`config.mk`:
```
export PLATFORM = sky130hd
export DESIGN_NAME = wc_datapath
export DESIGN_NICKNAME = d
export VERILOG_FILES = /design/src/design/wc_pkg.sv /design/src/design/wc_datapath.sv
export SDC_FILE = /design/constraint.sdc
export NUM_CORES = 2
export LEC_CHECK = 0
export ABC_AREA = 0
export ABC_CLOCK_PERIOD_IN_PS = 5000
export BUFFER_PORTS_ARGS = -buffer_cell sky130_fd_sc_hd__buf_2
export CAP_MARGIN = 0
export CORE_MARGIN = 5
export CORE_UTILIZATION = 31
export CTS_BUF_LIST = sky130_fd_sc_hd__clkbuf_4
export DETAILED_ROUTE_END_ITERATION = 8
export GPL_ROUTABILITY_DRIVEN = 0
export PLACE_DENSITY = 0.56
export SLEW_MARGIN = 20
export SYNTH_ARGS = -nofsm -noshare
export SYNTH_HDL_FRONTEND = slang
export SYNTH_SLANG_ARGS = --single-unit
```
`constraint.sdc`:
```
create_clock -name i_clk -period 5 [get_ports i_clk]
set_input_delay 0.5 -clock i_clk [delete_from_list [all_inputs] [get_ports i_clk]]
set_output_delay 0.5 -clock i_clk [all_outputs]
set_load 0.01 [all_outputs]
```
`src/design/wc_pkg.sv`:
```
// wc_pkg: shared constants, types and config register codes of the 3x3 window filter.
// No dependencies; every other file of the block imports it.
package wc_pkg;

    localparam int MAX_LINE  = 1024;           // longest line held in the line memory
    localparam int ROW_LIMIT = 1024;           // tallest frame
    localparam int COEF_BITS = 12;             // signed kernel coefficient width
    localparam int FRAC_BITS = 8;              // fraction bits of a coefficient

    localparam int PIX_W     = 8;
    localparam int COL_W     = $clog2(MAX_LINE);
    localparam int ROW_W     = $clog2(ROW_LIMIT);
    localparam int DIM_W     = $clog2(MAX_LINE + 1);
    localparam int DIMH_W    = $clog2(ROW_LIMIT + 1);
    localparam int CFG_DIM_W = 11;
    localparam int OUT_POS_W = 10;
    localparam int LINE_DW   = 2 * PIX_W;      // upper and lower line packed in one word

    localparam int KROW_W    = 36;
    localparam int KEXT_W    = (3 * COEF_BITS > KROW_W) ? 3 * COEF_BITS : KROW_W;
    localparam int PROD_W    = PIX_W + 1 + COEF_BITS;
    localparam int ROWSUM_W  = PROD_W + 2;
    localparam int SUM_W     = PROD_W + 4;
    localparam int SOB_W     = PIX_W + 3;
    localparam int MAG_W     = PIX_W + 3;
    localparam int PIX_MAX   = (1 << PIX_W) - 1;

    localparam int CFG_IDX_W   = 3;
    localparam int CFG_DATA_W  = 36;
    localparam int IN_TDATA_W  = 8;
    localparam int OUT_TDATA_W = 32;

    localparam logic [CFG_IDX_W-1:0] CFG_FILTER_MODE   = 3'd0;
    localparam logic [CFG_IDX_W-1:0] CFG_KERNEL_TOP    = 3'd1;
    localparam logic [CFG_IDX_W-1:0] CFG_KERNEL_MIDDLE = 3'd2;
    localparam logic [CFG_IDX_W-1:0] CFG_KERNEL_BOTTOM = 3'd3;
    localparam logic [CFG_IDX_W-1:0] CFG_EDGE_THRESH   = 3'd4;
    localparam logic [CFG_IDX_W-1:0] CFG_FRAME_WIDTH   = 3'd5;
    localparam logic [CFG_IDX_W-1:0] CFG_FRAME_HEIGHT  = 3'd6;

    localparam logic MODE_KERNEL = 1'b0;
    localparam logic MODE_SOBEL  = 1'b1;

    localparam logic [KROW_W-1:0]    KERNEL_RESET = 36'h01C01C01C;
    localparam logic [PIX_W-1:0]     THRESH_RESET = 8'd100;
    localparam logic [CFG_DIM_W-1:0] WIDTH_RESET  = 11'd320;
    localparam logic [CFG_DIM_W-1:0] HEIGHT_RESET = 11'd240;

    // 3x3 window, entry row*3+col, top left first
    typedef logic [8:0][PIX_W-1:0] t_window;

    typedef struct packed {
        logic                 done;
        logic [OUT_POS_W-1:0] col;
        logic [OUT_POS_W-1:0] row;
    } t_pos_meta;

    typedef struct packed {
        logic                 done;
        logic [OUT_POS_W-1:0] col;
        logic [OUT_POS_W-1:0] row;
        logic [PIX_W-1:0]     pix;
    } t_result;

endpackage

```
`src/design/wc_datapath.sv`:
```
// wc_datapath: kernel products and Sobel gradients, row sums, truncation and saturation.
// Two register stages; depends on wc_pkg.
module wc_datapath (
    input  logic                        i_clk,
    input  logic                        i_rst_n,
    input  logic                        i_en,
    input  logic                        i_valid,
    input  wc_pkg::t_window             i_window,
    input  wc_pkg::t_pos_meta           i_meta,
    input  logic                        i_mode,
    input  logic [wc_pkg::KROW_W-1:0]   i_kernel_top,
    input  logic [wc_pkg::KROW_W-1:0]   i_kernel_middle,
    input  logic [wc_pkg::KROW_W-1:0]   i_kernel_bottom,
    input  logic [wc_pkg::PIX_W-1:0]    i_threshold,
    output logic                        o_valid,
    output wc_pkg::t_result             o_result
);
    import wc_pkg::*;

    logic        [KEXT_W-1:0]    kext [3];
    logic signed [COEF_BITS-1:0] coef [9];
    logic signed [PROD_W-1:0]    n_prod [9];
    logic        [SOB_W-1:0]     sx_pos, sx_neg, sy_pos, sy_neg;

    logic signed [PROD_W-1:0]    r_prod [9];
    logic signed [SOB_W-1:0]     r_gx, r_gy;
    logic                        r_s3_valid;
    t_pos_meta                   r_s3_meta;

    logic        [MAG_W-1:0]     ax, ay;
    logic signed [ROWSUM_W-1:0]  r_rowsum [3];
    logic        [MAG_W-1:0]     r_mag;
    logic                        r_s4_valid;
    t_pos_meta                   r_s4_meta;

    logic signed [SUM_W-1:0]           total;
    logic        [SUM_W-FRAC_BITS-1:0] shifted;
    logic        [PIX_W-1:0]           kern_pix;
    logic        [PIX_W-1:0]           sob_sat;
    logic        [PIX_W-1:0]           sob_pix;

    assign kext[0] = KEXT_W'(i_kernel_top);
    assign kext[1] = KEXT_W'(i_kernel_middle);
    assign kext[2] = KEXT_W'(i_kernel_bottom);

    always_comb begin
        for (int k = 0; k < 9; k++) begin
            coef[k]   = $signed(kext[k / 3][(k % 3) * COEF_BITS +: COEF_BITS]);
            n_prod[k] = $signed({1'b0, i_window[k]}) * coef[k];
        end
        sx_pos = SOB_W'(i_window[0]) + (SOB_W'(i_window[3]) << 1) + SOB_W'(i_window[6]);
        sx_neg = SOB_W'(i_window[2]) + (SOB_W'(i_window[5]) << 1) + SOB_W'(i_window[8]);
        sy_pos = SOB_W'(i_window[0]) + (SOB_W'(i_window[1]) << 1) + SOB_W'(i_window[2]);
        sy_neg = SOB_W'(i_window[6]) + (SOB_W'(i_window[7]) << 1) + SOB_W'(i_window[8]);
    end

    always_comb begin
        ax = r_gx[SOB_W-1] ? MAG_W'(-r_gx) : MAG_W'(r_gx);
        ay = r_gy[SOB_W-1] ? MAG_W'(-r_gy) : MAG_W'(r_gy);
    end

    always_ff @(posedge i_clk) begin
        if (!i_rst_n) begin
            r_s3_valid <= 1'b0;
            r_s4_valid <= 1'b0;
        end else if (i_en) begin
            r_s3_valid <= i_valid;
            r_s4_valid <= r_s3_valid;
        end
    end

    always_ff @(posedge i_clk) begin
        if (i_en) begin
            for (int k = 0; k < 9; k++) begin
                r_prod[k] <= n_prod[k];
            end
            r_gx      <= $signed(sx_pos - sx_neg);
            r_gy      <= $signed(sy_pos - sy_neg);
            r_s3_meta <= i_meta;
            for (int r = 0; r < 3; r++) begin
                r_rowsum[r] <= ROWSUM_W'(r_prod[r*3]) + ROWSUM_W'(r_prod[r*3 + 1])
                             + ROWSUM_W'(r_prod[r*3 + 2]);
            end
            r_mag     <= ax + ay;
            r_s4_meta <= r_s3_meta;
        end
    end

    // kernel: nonpositive -> 0, else drop fraction and clip at full scale
    always_comb begin
        total   = SUM_W'(r_rowsum[0]) + SUM_W'(r_rowsum[1]) + SUM_W'(r_rowsum[2]);
        shifted = total[SUM_W-1:FRAC_BITS];
        if (total <= 0) begin
            kern_pix = '0;
        end else if (shifted > PIX_MAX) begin
            kern_pix = PIX_W'(PIX_MAX);
        end else begin
            kern_pix = shifted[PIX_W-1:0];
        end
        sob_sat = (r_mag > PIX_MAX) ? PIX_W'(PIX_MAX) : r_mag[PIX_W-1:0];
        sob_pix = (sob_sat < i_threshold) ? '0 : sob_sat;
    end

    always_comb begin
        o_result.pix  = (i_mode == MODE_SOBEL) ? sob_pix : kern_pix;
        o_result.row  = r_s4_meta.row;
        o_result.col  = r_s4_meta.col;
        o_result.done = r_s4_meta.done;
    end

    assign o_valid = r_s4_valid;

endmodule

```
==> results by group <==
Setup path
  • Register-to-register setup slack: 1110 ps
  • Critical path class: flop to output port
  • Category of the worst setup path capture point: output port
  • Type of element launching the critical path: flop
  • Critical path arrival: 4520 ps
  • Path depth of the worst reg2reg path: 12
  • Required time of the critical path: 4500 ps
  • FF-to-FF Start: r_prod[0][64]
  • Crit-path max FO: 8
  • Worst r2r dst: r_rowsum[0][44]

Final layout
  • Layout cell share with drive strength beyond 1: 12.35%
  • Fin area: 58,750 um2
  • Synth-to-Final Area Change: 15.07%
  • Fillers: 16,669
  • Area used by sequential logic in the layout: 10,040 um2
  • Post-layout nets: 7,253
  • Final core utilization: 35.73%
  • Post-route insts no fill: 7,969
  • Total area of multi-input combinational cells: 36,680 um2

Timing
  • Headroom to the max-slew limit: 37.62%
  • Post-Route Skew: 98.32 ps
  • Final period demand of the worst path: 5023 ps
  • Maximum clock frequency: 199.1 MHz
  • Final Cycle Share: 100.5%
  • Setup tns final: -62.81 ps
  • Final Worst Setup Slack: -22.96 ps
  • Worst hold slack: 126.1 ps
  • Measured slew at the worst slew-check pin: 935.7 ps
  • Final hold violations: 0
  • Setup violation total in the final timing report: 5
  • Unrepaired setup endpoints after global routing: true
  • Pins Over Slew Limit: 0

CTS
  • Cts bufs inserted: 101
  • CTS H-Tree Depth: 3
  • Clock-pin slew on the worst setup and hold paths: 60 ps
  • Clock tree buffer depth: 3
  • Clock root buffer: clkbuf_4
  • Clock network latency to the later pin of the worst-skew pair: 1010 ps
  • TritonCTS clock tree: built
  • Number of sinks on the clock net: 335

Route
  • Initial DRC count: 1,719
  • DRC violations left: 0
  • Per-cell routed wire length: 16.82 um
  • Antenna-violating nets left: 0
  • Number of vias per cell after detailed routing: 4.556
  • Overall via count from detail_route: 36,303
  • Total wirelength of the detailed-routed design: 134,100 um
  • Count of TritonRoute iterations in the first routing pass: 5

Hold path
  • Worst Min Path Start: i_kernel_middle[1]
  • Hold Path Stages: 3
  • Hold WC Path Type: input pin to flop
  • Sink of the worst hold path: r_prod[0][64]

Status
  • Violations in the final reports: setup timing
  • Status: finished, violations left

Power
  • Relative contribution of the clock network to total power: 6.2%
  • Internal Power: 22.12 mW
  • Power spent charging and discharging nets: 21.31 mW
  • Overall Power: 43.43 mW
  • Fraction of power spent switching nets: 49.08%
  • Maximum vdd ir drop: 566.9 uV
  • Power per standard cell area: 739.2 nW/um2
  • Combinational fraction of design power: 77.6%
  • Reported leakage power: 28.19 nW
  • Seq pwr share: 16.2%

Yosys
  • Number of synthesized flops with an enable pin: 333
  • Instance count of the mapped netlist: 5,120
  • Cell accounting for the most synthesized area: fa_1
  • Unique cell type count in the Yosys netlist: 73
  • Count of state elements after synthesis: 335
  • Register area share after synthesis: 19.66%
  • Share of Yosys cell area claimed by the top area cell type: 33.52%
  • Post-synthesis area per instance: 9.972 um2
  • Total standard cell area after synthesis: 51,060 um2
  • Synthesized netlist net count: 6,696
  • Top FF cell, synth: edfxtp_1
  • Area contributors post-synth: fa_1 34%, edfxtp_1 20%, ha_1 12%, inv_1 8.7%, and2_1 6.8%
  • Ys Warns: 0
  • Synth async-reset ratio: 0%

Die
  • Boundary Pins: 244
  • Die Height: 415.8 um
  • Number of placement rows: 149
  • Initial Utilization: 31.05%
  • Area of the die: 172,900 um2
  • Die width: 415.8 um
  • Core area: 164,400 um2

Global routing
  • Antenna violations before repair: 43
  • Pin count of the biggest net entering global routing: 106
  • Via count of the first global-routing pass: 38,938
  • First-pass GRT wire length: 214,300 um
  • Remaining Overflow, GRT: 0
  • Combined global-route utilization of all metal layers: 15.77%

Place
  • Setup WS pre-CTS: -176.4 ps
  • Cell Area, Placed: 56,590 um2
  • Post-DP HPWL: 114,800 um
  • Buffers added on ports: 243
  • Number of placed instances, taps included: 7,713

Job
  • Max-cap viol count: 0
Yosys cell counts (all sizes together) (3+ instances only):
cell type	instances
inv	1180
nor2b	26
nor2	134
nand2b	32
o211ai	19
a221oi	3
o2111ai	9
o21ai	95
nand2	430
and2	552
and3	23
nor4	8
mux2i	7
a31o	4
clkbuf	81
a21o	30
o21bai	24
a21boi	7
o22ai	5
nand4	6
o221ai	10
xnor2	210
edfxtp	333
fa	855
a2111oi	10
nand3b	6
o41ai	11
o21a	49
xor2	33
ha	507
nand3	66
or3	29
a211o	3
a31oi	14
nor3	57
or2	6
o31a	13
o41a	3
a21oi	152
a211oi	26
o31ai	21
registers in the layout (all words and copies together) (netlist names):
name / count
r_rowsum: 69
o_valid: 1
r_s3_valid: 1
r_mag: 11
o_result: 21
r_prod: 189
r_gy: 11
r_gx: 11
r_s3_meta: 21
layout by cell type, fill, tap and decap left out, drive strengths merged, types with 11 or more instances in the layout:
master       Yosys  final
a211oi          26     26
a21o            30     30
a21oi          152    152
a31oi           14     14
and2           552    552
and3            23     23
buf              1    496
clkbuf          81    129
clkinv           0     46
diode            0     24
dlygate4sd3      0     40
edfxtp         333    333
fa             855    855
ha             507    507
inv           1180   1186
nand2          430    430
nand2b          32     32
nand3           66     66
nor2           134    134
nor2b           26     26
nor3            57     57
o211ai          19     19
o21a            49     49
o21ai           95     95
o21bai          24     24
o31a            13     13
o31ai           21     21
o41ai           11     11
or3             29     29
xnor2          210    210
xor2            33     33
cell type report:
class / count / share of cell area (%)
timing repair buffer: 536 / 6.071
sequential: 335 / 17.09
antenna: 24 / 0.1022
inverter: 1180 / 7.539
clock inverter: 53 / 0.4664
multi-input combinational: 3523 / 62.42
clock buffer: 129 / 1.648
tap: 2189 / 4.662
worst max-delay path: stages, from the launching register on:
cell	delay [ps]
edfxtp_1	440
fa_1	560
ha_4	310
nand4_1	170
or4_4	600
a21oi_4	170
mux2i_1	240
a2bb2oi_2	80
o31ai_2	310
buf_6	250
o221ai_4	190
buf_6	180
power groups by stage:
stage	logic, mW	registers (mW)	clock network, mW
after floorplan	22.8	6.52	0
after global placement	31.7	7.11	0
after detailed placement	32.1	7.09	0
after CTS	33.5	7.06	2.84
after global routing	37.9	7.17	2.97
final	33.7	7.06	2.67
metal layers:
metal / share of wire (%) / global-route usage (%) / up-vias
met5: 0.087 / 0 / -
met4: 2.9 / 4.967 / 16
met3: 4.5 / 2.185 / 199
met2: 48 / 26.85 / 666
met1: 44 / 20.80 / 18182
li1: - / - / 17240
timing repair:
item / CTS / global route
resized for setup: 40 / 20
pin swaps: 19 / 16
setup endpoints to repair: 8 / 8
buffers inserted: 9 / 1
hold buffers: 40 / 0
hold endpoints to repair: 81 / 0
gates cloned: 0 / 0
worst max path at each step:
stage / to / slack (ps) / start
final: o_result[4] / -20 / r_rowsum[0][9]
after global routing: o_result[0] / -220 / r_rowsum[0][9]
after CTS: o_result[4] / -170 / r_rowsum[0][53]
after detailed placement: r_prod[0][166] / -180 / i_window[56]
after global placement: r_prod[0][166] / -80 / i_window[56]
after floorplan: r_prod[0][20] / 20 / i_window[0]
kinds of logic (layout without fill, tap and decap cells):
group                    count (synthesis)  in the layout  share of synthesized area, %
other                                    0             24                             0
AO/OA/AOI/OAI                          526            526                         6.820
buffers and inverters                 1262           1898                         9.278
multiplexers                             7              7                        0.1372
XOR/XNOR                               243            243                         4.168
flip-flops                             335            335                         19.66
adder cells (fa/ha/maj)               1362           1362                         45.95
AND/OR/NAND/NOR                       1385           1385                         13.99
(Power assumes the default switching activity.)
