[config.mk]
export PLATFORM = sky130hd
export DESIGN_NAME = wc_out_skid
export DESIGN_NICKNAME = d
export VERILOG_FILES = /design/src/design/wc_pkg.sv /design/src/design/wc_out_skid.sv
export SDC_FILE = /design/constraint.sdc
export NUM_CORES = 1
export LEC_CHECK = 0
export ABC_AREA = 1
export BUFFER_PORTS_ARGS = -buffer_cell sky130_fd_sc_hd__buf_2
export CORE_ASPECT_RATIO = 1.2
export CORE_UTILIZATION = 54
export CTS_BUF_LIST = sky130_fd_sc_hd__clkbuf_16
export DETAILED_ROUTE_END_ITERATION = 7
export GPL_ROUTABILITY_DRIVEN = 0
export HOLD_SLACK_MARGIN = 0.03
export PLACE_DENSITY = 0.83
export REMOVE_ABC_BUFFERS = 1
export SYNTH_ARGS = -nofsm -noshare
export SYNTH_HDL_FRONTEND = slang
export SYNTH_SLANG_ARGS = --single-unit
[constraint.sdc]
create_clock -name i_clk -period 7.31 [get_ports i_clk]
set_clock_uncertainty 0.2 [all_clocks]
set_input_delay 1.0965 -clock i_clk [delete_from_list [all_inputs] [get_ports i_clk]]
set_output_delay 1.0965 -clock i_clk [all_outputs]
set_load 0.05 [all_outputs]
[src/design/wc_pkg.sv]
// wc_pkg: shared constants, types and config register codes of the 3x3 window filter.
// No dependencies; every other file of the block imports it.
package wc_pkg;

    localparam int MAX_LINE  = 1024;           // longest line held in the line memory
    localparam int ROW_LIMIT = 1024;           // tallest frame
    localparam int COEF_BITS = 12;             // signed kernel coefficient width
    localparam int FRAC_BITS = 8;              // fraction bits of a coefficient

    localparam int PIX_W     = 8;
    localparam int COL_W     = $clog2(MAX_LINE);
    localparam int ROW_W     = $clog2(ROW_LIMIT);
    localparam int DIM_W     = $clog2(MAX_LINE + 1);
    localparam int DIMH_W    = $clog2(ROW_LIMIT + 1);
    localparam int CFG_DIM_W = 11;
    localparam int OUT_POS_W = 10;
    localparam int LINE_DW   = 2 * PIX_W;      // upper and lower line packed in one word

    localparam int KROW_W    = 36;
    localparam int KEXT_W    = (3 * COEF_BITS > KROW_W) ? 3 * COEF_BITS : KROW_W;
    localparam int PROD_W    = PIX_W + 1 + COEF_BITS;
    localparam int ROWSUM_W  = PROD_W + 2;
    localparam int SUM_W     = PROD_W + 4;
    localparam int SOB_W     = PIX_W + 3;
    localparam int MAG_W     = PIX_W + 3;
    localparam int PIX_MAX   = (1 << PIX_W) - 1;

    localparam int CFG_IDX_W   = 3;
    localparam int CFG_DATA_W  = 36;
    localparam int IN_TDATA_W  = 8;
    localparam int OUT_TDATA_W = 32;

    localparam logic [CFG_IDX_W-1:0] CFG_FILTER_MODE   = 3'd0;
    localparam logic [CFG_IDX_W-1:0] CFG_KERNEL_TOP    = 3'd1;
    localparam logic [CFG_IDX_W-1:0] CFG_KERNEL_MIDDLE = 3'd2;
    localparam logic [CFG_IDX_W-1:0] CFG_KERNEL_BOTTOM = 3'd3;
    localparam logic [CFG_IDX_W-1:0] CFG_EDGE_THRESH   = 3'd4;
    localparam logic [CFG_IDX_W-1:0] CFG_FRAME_WIDTH   = 3'd5;
    localparam logic [CFG_IDX_W-1:0] CFG_FRAME_HEIGHT  = 3'd6;

    localparam logic MODE_KERNEL = 1'b0;
    localparam logic MODE_SOBEL  = 1'b1;

    localparam logic [KROW_W-1:0]    KERNEL_RESET = 36'h01C01C01C;
    localparam logic [PIX_W-1:0]     THRESH_RESET = 8'd100;
    localparam logic [CFG_DIM_W-1:0] WIDTH_RESET  = 11'd320;
    localparam logic [CFG_DIM_W-1:0] HEIGHT_RESET = 11'd240;

    // 3x3 window, entry row*3+col, top left first
    typedef logic [8:0][PIX_W-1:0] t_window;

    typedef struct packed {
        logic                 done;
        logic [OUT_POS_W-1:0] col;
        logic [OUT_POS_W-1:0] row;
    } t_pos_meta;

    typedef struct packed {
        logic                 done;
        logic [OUT_POS_W-1:0] col;
        logic [OUT_POS_W-1:0] row;
        logic [PIX_W-1:0]     pix;
    } t_result;

endpackage

[src/design/wc_out_skid.sv]
// wc_out_skid: output register plus one skid entry; upstream ready is registered.
// Depends on wc_pkg.
module wc_out_skid (
    input  logic              i_clk,
    input  logic              i_rst_n,
    input  logic              i_valid,
    input  wc_pkg::t_result   i_data,
    output logic              o_ready,
    output logic              o_valid,
    output wc_pkg::t_result   o_data,
    input  logic              i_ready
);
    import wc_pkg::*;

    logic    r_main_v;
    logic    r_skid_v;
    t_result r_main;
    t_result r_skid;
    logic    in_fire;

    assign o_ready = !r_skid_v;
    assign in_fire = i_valid & !r_skid_v;

    always_ff @(posedge i_clk) begin
        if (!i_rst_n) begin
            r_main_v <= 1'b0;
            r_skid_v <= 1'b0;
        end else if (!r_main_v || i_ready) begin
            if (r_skid_v) begin
                r_main_v <= 1'b1;
                r_skid_v <= 1'b0;
            end else begin
                r_main_v <= in_fire;
            end
        end else if (in_fire) begin
            r_skid_v <= 1'b1;
        end
    end

    always_ff @(posedge i_clk) begin
        if (!r_main_v || i_ready) begin
            r_main <= r_skid_v ? r_skid : i_data;
        end else if (in_fire) begin
            r_skid <= i_data;
        end
    end

    assign o_valid = r_main_v;
    assign o_data  = r_main;

    a_skid_behind_main: assert property (@(posedge i_clk) disable iff (!i_rst_n)
        r_skid_v |-> r_main_v)
        else $error("skid entry held with empty output register");

    a_skid_drains: assert property (@(posedge i_clk) disable iff (!i_rst_n)
        (r_skid_v && i_ready) |=> r_main_v && !r_skid_v)
        else $error("skid entry not moved on a taken beat");

endmodule

==> results.cfg, run 1 <==
[drt]
wire_per_inst_um = 12.9
drtIter0Drc = 75
drt-pass1-iter-count = 4
via_per_inst = 4.86
antenna_left = 0
drc = 0
wirelength_um = 3720
via_count = 1404

[flow_run]
max-cap-violations = 0

[power]
power_mw = 0.892
p_leak_nw = 1.25
powerDensity_nw_per_um2 = 316
pwr-share-comb = 0.106
seqPwrFrac = 0.454
switching_share = 0.239
intPower_mw = 0.679
switchingPower_mw = 0.213
peakVddDrop_v = 0.000180
power.share.clock = 0.440

[sta]
finalSetupTns_ns = 0
max_freq_mhz = 286
slew_violations = 0
worstMarginPinSlew_ns = 1.22
slew_headroom = 0.184
setup_slack_ns = 3.82
rsz0062_at_grt = no
setup_viol = 0
fin_crit_sh = 0.478
timing.final.crit_period_ns = 3.49
hold_viol = 0

[clock_tree]
cts.sinks = 60
hold_buffers = 0
clkTransAtPathRegs_ns = 0.05
cts_buffers = 9
insertion_delay_ns = 0.32
cts_setup_buffers = 0
cts_buffer_depth = 2
cts-resized-gates = 0
cts-root-buf = clkbuf_16
tritoncts = done
cts_max_level = 3

[place]
hpwl_um = 2460
dpl.cell_count = 273
dpl_cell_area_sq_um = 2540
portBuffers = 63
pre_cts_slack_ns = 3.61

[finish]
design_area_sq_um = 2820
diodes = 0
nFillCells = 232
fin_cells = 289
final_nets = 265
drive_above_1_share = 0.342
syn2layout_area_growth_pct = 29.4

[critical_path]
cp-start-kind = flop
reg2reg_slack_ns = 4.60
crit_arrival_ns = 2.19
end_kind = output port
crit_fanout = 32
worstPathRequired_ns = 6.01
worstSetupPathType = reg -> out

[global_route]
use_met2 = 0.326
grt_max_degree = 33
antenna_found_initial = 0
grt_pass1_wl_um = 6170
grt-ovfl-total = 0
gr-usage-met3 = 0.0668
first_global_vias = 1349
use_met1 = 0.260
grt.total_usage = 0.211
top_usage_layer = met2

[logic_synthesis]
synthCells = 163
yosysMostFrequentCell = nand2_1
yosys.area.top_type_share = 0.799
synth.area.top_cells = edfxtp_1 (80%), nand2_1 (15%), dfxtp_1 (1.8%), buf_2 (1.1%), nor2_1 (0.52%)
synth_top_area_cell = edfxtp_1
netlist_area_sq_um = 2180
synth_commonest_cells = nand2_1 (90), edfxtp_1 (58), buf_2 (5), nor2_1 (3), dfxtp_1 (2)
synth_ff_type = edfxtp_1
yosysSeqAreaShare = 0.817
ys_warn_count = 0
synth_edf_count = 58
synthArstFlopShare = 0
ys_ff_latch = 60
avgSynthCellArea_sq_um = 13.4
yosysUniqueCellTypes = 10

[die]
die_area_sq_um = 4300
die_x_um = 60.0
std_cell_rows = 24
initial_core_util = 0.581
ios = 64
die_height_um = 71.6
core_sq_um = 3750

[status]
status = complete, no violations

[min_path]
min_path_type = reg -> reg
==> cell families (layout without fill, tap and decap cells) <==
| logic type | Yosys count | in the layout | share of synthesized area |
|---|---|---|---|
| compound gates | 1 | 1 | 0.00229 |
| simple gates | 94 | 94 | 0.162 |
| buf+inv | 8 | 82 | 0.0184 |
| flops | 60 | 60 | 0.817 |
==> layout make-up <==
| type | count | area [sq um] | share of cell area |
|---|---|---|---|
| flip-flops and latches | 60 | 1780 | 0.631 |
| multi-input cells | 95 | 362 | 0.128 |
| repair buffers | 64 | 323 | 0.114 |
| clock buffers | 9 | 225 | 0.0798 |
| well taps | 52 | 65.1 | 0.0230 |
| clock inverters | 7 | 58.8 | 0.0208 |
| inverters | 2 | 7.51 | 0.00266 |
==> state kept, by name, indices dropped and copies added (netlist names) <==
| name | cells |
|---|---|
| o_data | 29 |
| o_valid | 1 |
| r_skid | 29 |
| r_skid_v | 1 |
==> critical path: stages, from the launching register on <==
cell and delay [ns]:
dfxtp_1 1.01, inv_2 0.48, buf_2 0.36
==> metrics by stage <==
stage | hold WS, ns | util
3_3_place_gp | 0.281 | 0.676
6_report | 0.302 | 0.752
4_1_cts | 0.307 | 0.752
5_1_grt | 0.329 | 0.752
3_5_place_dp | 0.288 | 0.676
2_1_floorplan | 0.294 | -
==> worst paths after layout <==
check                                   to     start  cells after the start
worst min register to register    r_skid_v   o_valid                      2
worst max-delay path               o_ready  r_skid_v                      2
worst min-delay path              r_skid_v   o_valid                      2
worst max register to register  r_skid[26]  r_skid_v                      4
==> metal layers <==
layer / vias to the layer above / share of wire
met2: 56 / 0.53
met1: 654 / 0.39
met3: 8 / 0.055
li1: 686 / -
met4: 0 / 0.021
met5: - / 0
==> layout by cell type, fill, tap and decap left out <==
cell type	instances
buf_4	1
buf_2	63
nand2_1	90
bufinv_16	1
inv_1	2
nand3_1	1
inv_2	1
o21ai_0	1
dfxtp_1	2
clkinv_2	5
clkbuf_16	9
nor2_1	2
edfxtp_1	58
nor2_2	1
==> power groups by stage <==
| stage | registers (mW) | logic (mW) | clock network [mW] |
|---|---|---|---|
| after floorplan | 0.464 | 0.0142 | 0 |
| after global placement | 0.411 | 0.0933 | 0 |
| after detailed placement | 0.412 | 0.0947 | 0 |
| after CTS | 0.405 | 0.0953 | 0.395 |
| after global routing | 0.407 | 0.101 | 0.407 |
| final | 0.405 | 0.0944 | 0.392 |
Power figures use the tool's default switching activity.
==> inputs of run 2 (changes only) <==
- CORE_UTILIZATION: 54 -> 45
- PLACE_DENSITY: 0.83 -> 0.74
- clock period: 7.31 -> 3.21 ns (I/O delays scaled with it)
==> results.cfg, run 2 (synthesis gave the netlist of run 1 again) <==
[place]
dpl_cell_area_sq_um = 2560
portBuffers = 63
dpl.cell_count = 281
hpwl_um = 2350

[critical_path]
slowest_stage = nor2_2
crit_arrival_ns = 2.03
path_delay_family = buffers and inverters
r2r.worst_path.cells = 4
crit_fanout = 31
cp_cell_sequence = inv_2 > nand2_1 > nor2_2 > buf_4
worstSetupPathType = reg -> reg
max_stage_delay_ns = 0.50
reg2reg_slack_ns = 0.98
worstPathRequired_ns = 3.00
path_depth = 4
end_kind = flop
critical_path_buf_inv_count = 2
r2r_start = r_skid_v
worstReg2RegEnd = r_skid[12]
cp-start-kind = flop

[finish]
final_common_cell = nand2_1
drive_above_1_share = 0.326
syn2layout_area_growth_pct = 29.0
diodes = 0
final_util = 0.608
final_cell_mix = nand2_1 (90), buf_2 (63), edfxtp_1 (58)
fin_cells = 297
final_nets = 267
design_area_sq_um = 2810

[drt]
drt-pass1-iter-count = 4
wirelength_um = 3750
drtIter0Drc = 55
via_count = 1340
wire_per_inst_um = 12.6
via_per_inst = 4.51
drc = 0
antenna_left = 0

[die]
ios = 64
initial_core_util = 0.471
core_sq_um = 4630
die_x_um = 65.6
die_height_um = 78.3
die_area_sq_um = 5130
std_cell_rows = 27

[clock_tree]
cts_buffer_depth = 2
cts-resized-gates = 0
cts_setup_buffers = 0
clkTransAtPathRegs_ns = 0.05
hold_buffers = 0
insertion_delay_ns = 0.31
tritoncts = done
cts_max_level = 3
cts_buffers = 9
cts-root-buf = clkbuf_16
cts.sinks = 60

[status]
status = complete, no violations

[sta]
worstMarginPinSlew_ns = 0.609
slew_headroom = 0.593
fin_crit_sh = 0.696
setup_viol = 0
timing.final.crit_period_ns = 2.23
max_freq_mhz = 447
slew_violations = 0
rsz0062_at_grt = no
hold_viol = 0
finalSetupTns_ns = 0

[power]
p_leak_nw = 1.25
powerDensity_nw_per_um2 = 686
peakVddDrop_v = 0.000607

[global_route]
grt-ovfl-total = 0
grt_max_degree = 32
antenna_found_initial = 0
grt_pass1_wl_um = 5950
first_global_vias = 1272
grt.total_usage = 0.166

[min_path]
whs_path_depth = 1
min_from = i_data[19]
hold_end = r_skid[19]
min_path_type = in -> reg

[flow_run]
max-cap-violations = 0
run 2: cell count changes in the layout (fill, tap and decap cells not counted):
cell	before	now
clkinv_2	5	1
inv_1	2	4
bufinv_16	1	0
buf_4	1	3
clkinv_1	0	3
run 2: worst max path at each step:
stage              from  slack, ns    endpoint
2_1_floorplan   o_valid      -0.18   r_skid[0]
3_3_place_gp   r_skid_v       1.09  r_skid[19]
3_5_place_dp   r_skid_v       0.96  r_skid[24]
4_1_cts        r_skid_v       0.95  r_skid[12]
5_1_grt        r_skid_v       0.83  r_skid[21]
6_report       r_skid_v       0.98  r_skid[12]
run 2: routing by layer:
layer | wire length [um] | GRT usage
met5 | 0 | 0
met4 | 73 | 0.0848
met3 | 244 | 0.0625
met2 | 1890 | 0.261
met1 | 1550 | 0.197
run 2: worst register-to-register path: cells and delay by family, from the launching register on:
kind          cells  cell delay (ns)
buf+inv           2             0.76
simple gates      2             0.64
flops             1             0.31
run 2: final cells by class:
type	count	area, sq um
repair buffers	66	338
flip-flops and latches	60	1780
clock buffers	9	225
multi-input cells	95	362
clock inverters	7	27.5
well taps	58	72.6
fillers	353	1810
inverters	2	7.51
run 2: power by group:
part	switching [mW]	leakage, nW	total (mW)	internal [mW]
clock network	0.292	0.136	0.793	0.501
registers	0.0101	0.581	0.921	0.911
logic	0.170	0.532	0.218	0.0476
run 2: stage by stage:
| stage | hold WS, ns | setup slack (ns) | power, mW |
|---|---|---|---|
| after floorplan | 0.294 | -0.178 | 1.09 |
| after global placement | 0.282 | 1.09 | 1.15 |
| after detailed placement | 0.303 | 0.958 | 1.15 |
| after CTS | 0.148 | 0.948 | 1.94 |
| after global routing | 0.150 | 0.826 | 2.00 |
| final | 0.156 | 0.975 | 1.93 |
==> inputs of run 3 (changes only) <==
- ABC_AREA: 1 -> 0
- CORE_UTILIZATION: 45 -> 51
- PLACE_DENSITY: 0.74 -> 0.78
- clock period: 3.21 -> 2.2 ns (I/O delays scaled with it)
==> results.cfg, run 3 <==
[drt]
via_count = 1234
drtIter0Drc = 67
via_per_inst = 4.69
wirelength_um = 3920
drt-pass1-iter-count = 4
antenna_left = 0
drc = 0
wire_per_inst_um = 14.9

[critical_path]
r2r.worst_path.cells = 4
reg2reg_slack_ns = 0.69
slowest_stage = dfxtp_2
crit_arrival_ns = 1.20
max_stage_delay_ns = 0.34
cp_cell_sequence = buf_12 > inv_1 > buf_2
r2r_start = r_skid_v
end_kind = output port
worstSetupPathType = reg -> out
crit_fanout = 32
worstPathRequired_ns = 1.67
cp-start-kind = flop
worstReg2RegEnd = r_skid[21]

[clock_tree]
cts_buffers = 9
cts.sinks = 60
cts_max_level = 3
insertion_delay_ns = 0.32
cts-root-buf = clkbuf_16
tritoncts = done
cts_buffer_depth = 2
clkTransAtPathRegs_ns = 0.05

[logic_synthesis]
synthCells = 99
synth_edf_count = 58
yosysMostFrequentCell = edfxtp_1
synth.area.top_cells = edfxtp_1 (75%), mux2_4 (17%), buf_12 (2.6%), dfxtp_1 (1.7%), mux2_2 (0.97%)
synthArstFlopShare = 0
ys_ff_latch = 60
synth_commonest_cells = edfxtp_1 (58), mux2_4 (27), buf_12 (3), dfxtp_1 (2), mux2_2 (2)
yosys.area.top_type_share = 0.749
avgSynthCellArea_sq_um = 23.5
yosysUniqueCellTypes = 12
yosysSeqAreaShare = 0.766
synth_ff_type = edfxtp_1
ys_warn_count = 0
synth_top_area_cell = edfxtp_1
netlist_area_sq_um = 2320

[global_route]
first_global_vias = 1262
antenna_found_initial = 0
grt.total_usage = 0.190
grt_max_degree = 33
grt-ovfl-total = 0
grt_pass1_wl_um = 6440

[sta]
fin_crit_sh = 0.786
slew_violations = 0
hold_viol = 0
worstMarginPinSlew_ns = 0.384
max_freq_mhz = 578
rsz0062_at_grt = no
setup_slack_ns = 0.470
setup_viol = 0
slew_headroom = 0.744
timing.final.crit_period_ns = 1.73

[die]
initial_core_util = 0.537
ios = 64
core_sq_um = 4330
die_height_um = 76.0
std_cell_rows = 26
die_area_sq_um = 4830
die_x_um = 63.6

[place]
portBuffers = 63
pre_cts_slack_ns = 0.605
hpwl_um = 2440

[finish]
syn2layout_area_growth_pct = 41.3
diodes = 0
final_nets = 236
drive_above_1_share = 0.541
final_common_cell = buf_2
final_cell_mix = buf_2 (63), edfxtp_1 (58), dlygate4sd3_1 (29)
nFillCells = 240

[min_path]
min_from = i_rst_n
whs_path_depth = 2
min_path_type = in -> reg
hold_end = o_valid

[status]
status = complete, no violations

[power]
p_leak_nw = 1.34
peakVddDrop_v = 0.000682
power_mw = 2.96
powerDensity_nw_per_um2 = 901

[flow_run]
max-cap-violations = 0
==> run 3: area by class of cell <==
class / count / area (sq um) / share of cell area
clock inverters: 6 / 50.0 / 0.0152
flip-flops and latches: 60 / 1780 / 0.543
repair buffers: 97 / 681 / 0.207
inverters: 1 / 3.75 / 0.00114
multi-input cells: 34 / 473 / 0.144
clock buffers: 9 / 225 / 0.0685
well taps: 56 / 70.1 / 0.0213
==> run 3: repair_timing <==
action                                 4_1_cts  5_1_grt
setup buffers                                0        0
hold buffers                                29        0
endpoints found under the hold margin       29        0
resized for setup                            0        0
==> run 3: per-layer routing <==
| metal | track usage | up-vias | part of all wire |
|---|---|---|---|
| met2 | 0.306 | 39 | 0.53 |
| met3 | 0.0708 | 8 | 0.051 |
| met1 | 0.213 | 590 | 0.39 |
| li1 | - | 597 | - |
| met5 | 0 | - | 0 |
| met4 | 0.109 | 0 | 0.024 |
==> run 3: metrics by stage <==
stage	utilization	instance area, sq um	cells	hold slack, ns	TNS, ns
4_1_cts	0.759	3290	263	0.0630	0
3_5_place_dp	0.629	2720	219	0.329	0
2_1_floorplan	-	2250	95	0.229	-63.05
6_report	0.759	3290	263	0.0733	0
3_3_place_gp	0.629	2720	219	0.328	0
5_1_grt	0.759	3290	263	0.0672	0
==> run 3: cell families after synthesis <==
family | share of synthesized area
buffers and inverters | 0.0323
multiplexers | 0.184
AND/OR/NAND/NOR | 0.0140
flip-flops | 0.766
AO/OA/AOI/OAI | 0.00323
==> run 3: how the worst max path moves through the flow <==
stage | slack, ns | cells past startpoint | startpoint | end
after floorplan | -2.17 | 2 | o_valid | r_skid[0]
after global placement | 0.62 | 5 | i_ready | r_skid[12]
after detailed placement | 0.60 | 5 | i_ready | r_skid[2]
after CTS | 0.46 | 3 | r_skid_v | o_ready
after global routing | 0.43 | 3 | r_skid_v | o_ready
final | 0.47 | 3 | r_skid_v | o_ready
==> run 3: report_power, final <==
| group | internal (mW) | switching [mW] | total (mW) |
|---|---|---|---|
| Sequential | 1.32 | 0.0140 | 1.34 |
| Combinational | 0.135 | 0.225 | 0.360 |
| Clock | 0.846 | 0.419 | 1.27 |
| Total | 2.30 | 0.658 | 2.96 |
==> run 3: critical path: cells and delay by family, from the launching register on <==
family / cells / cell delay [ns]
flops: 1 / 0.34
buf+inv: 3 / 0.52
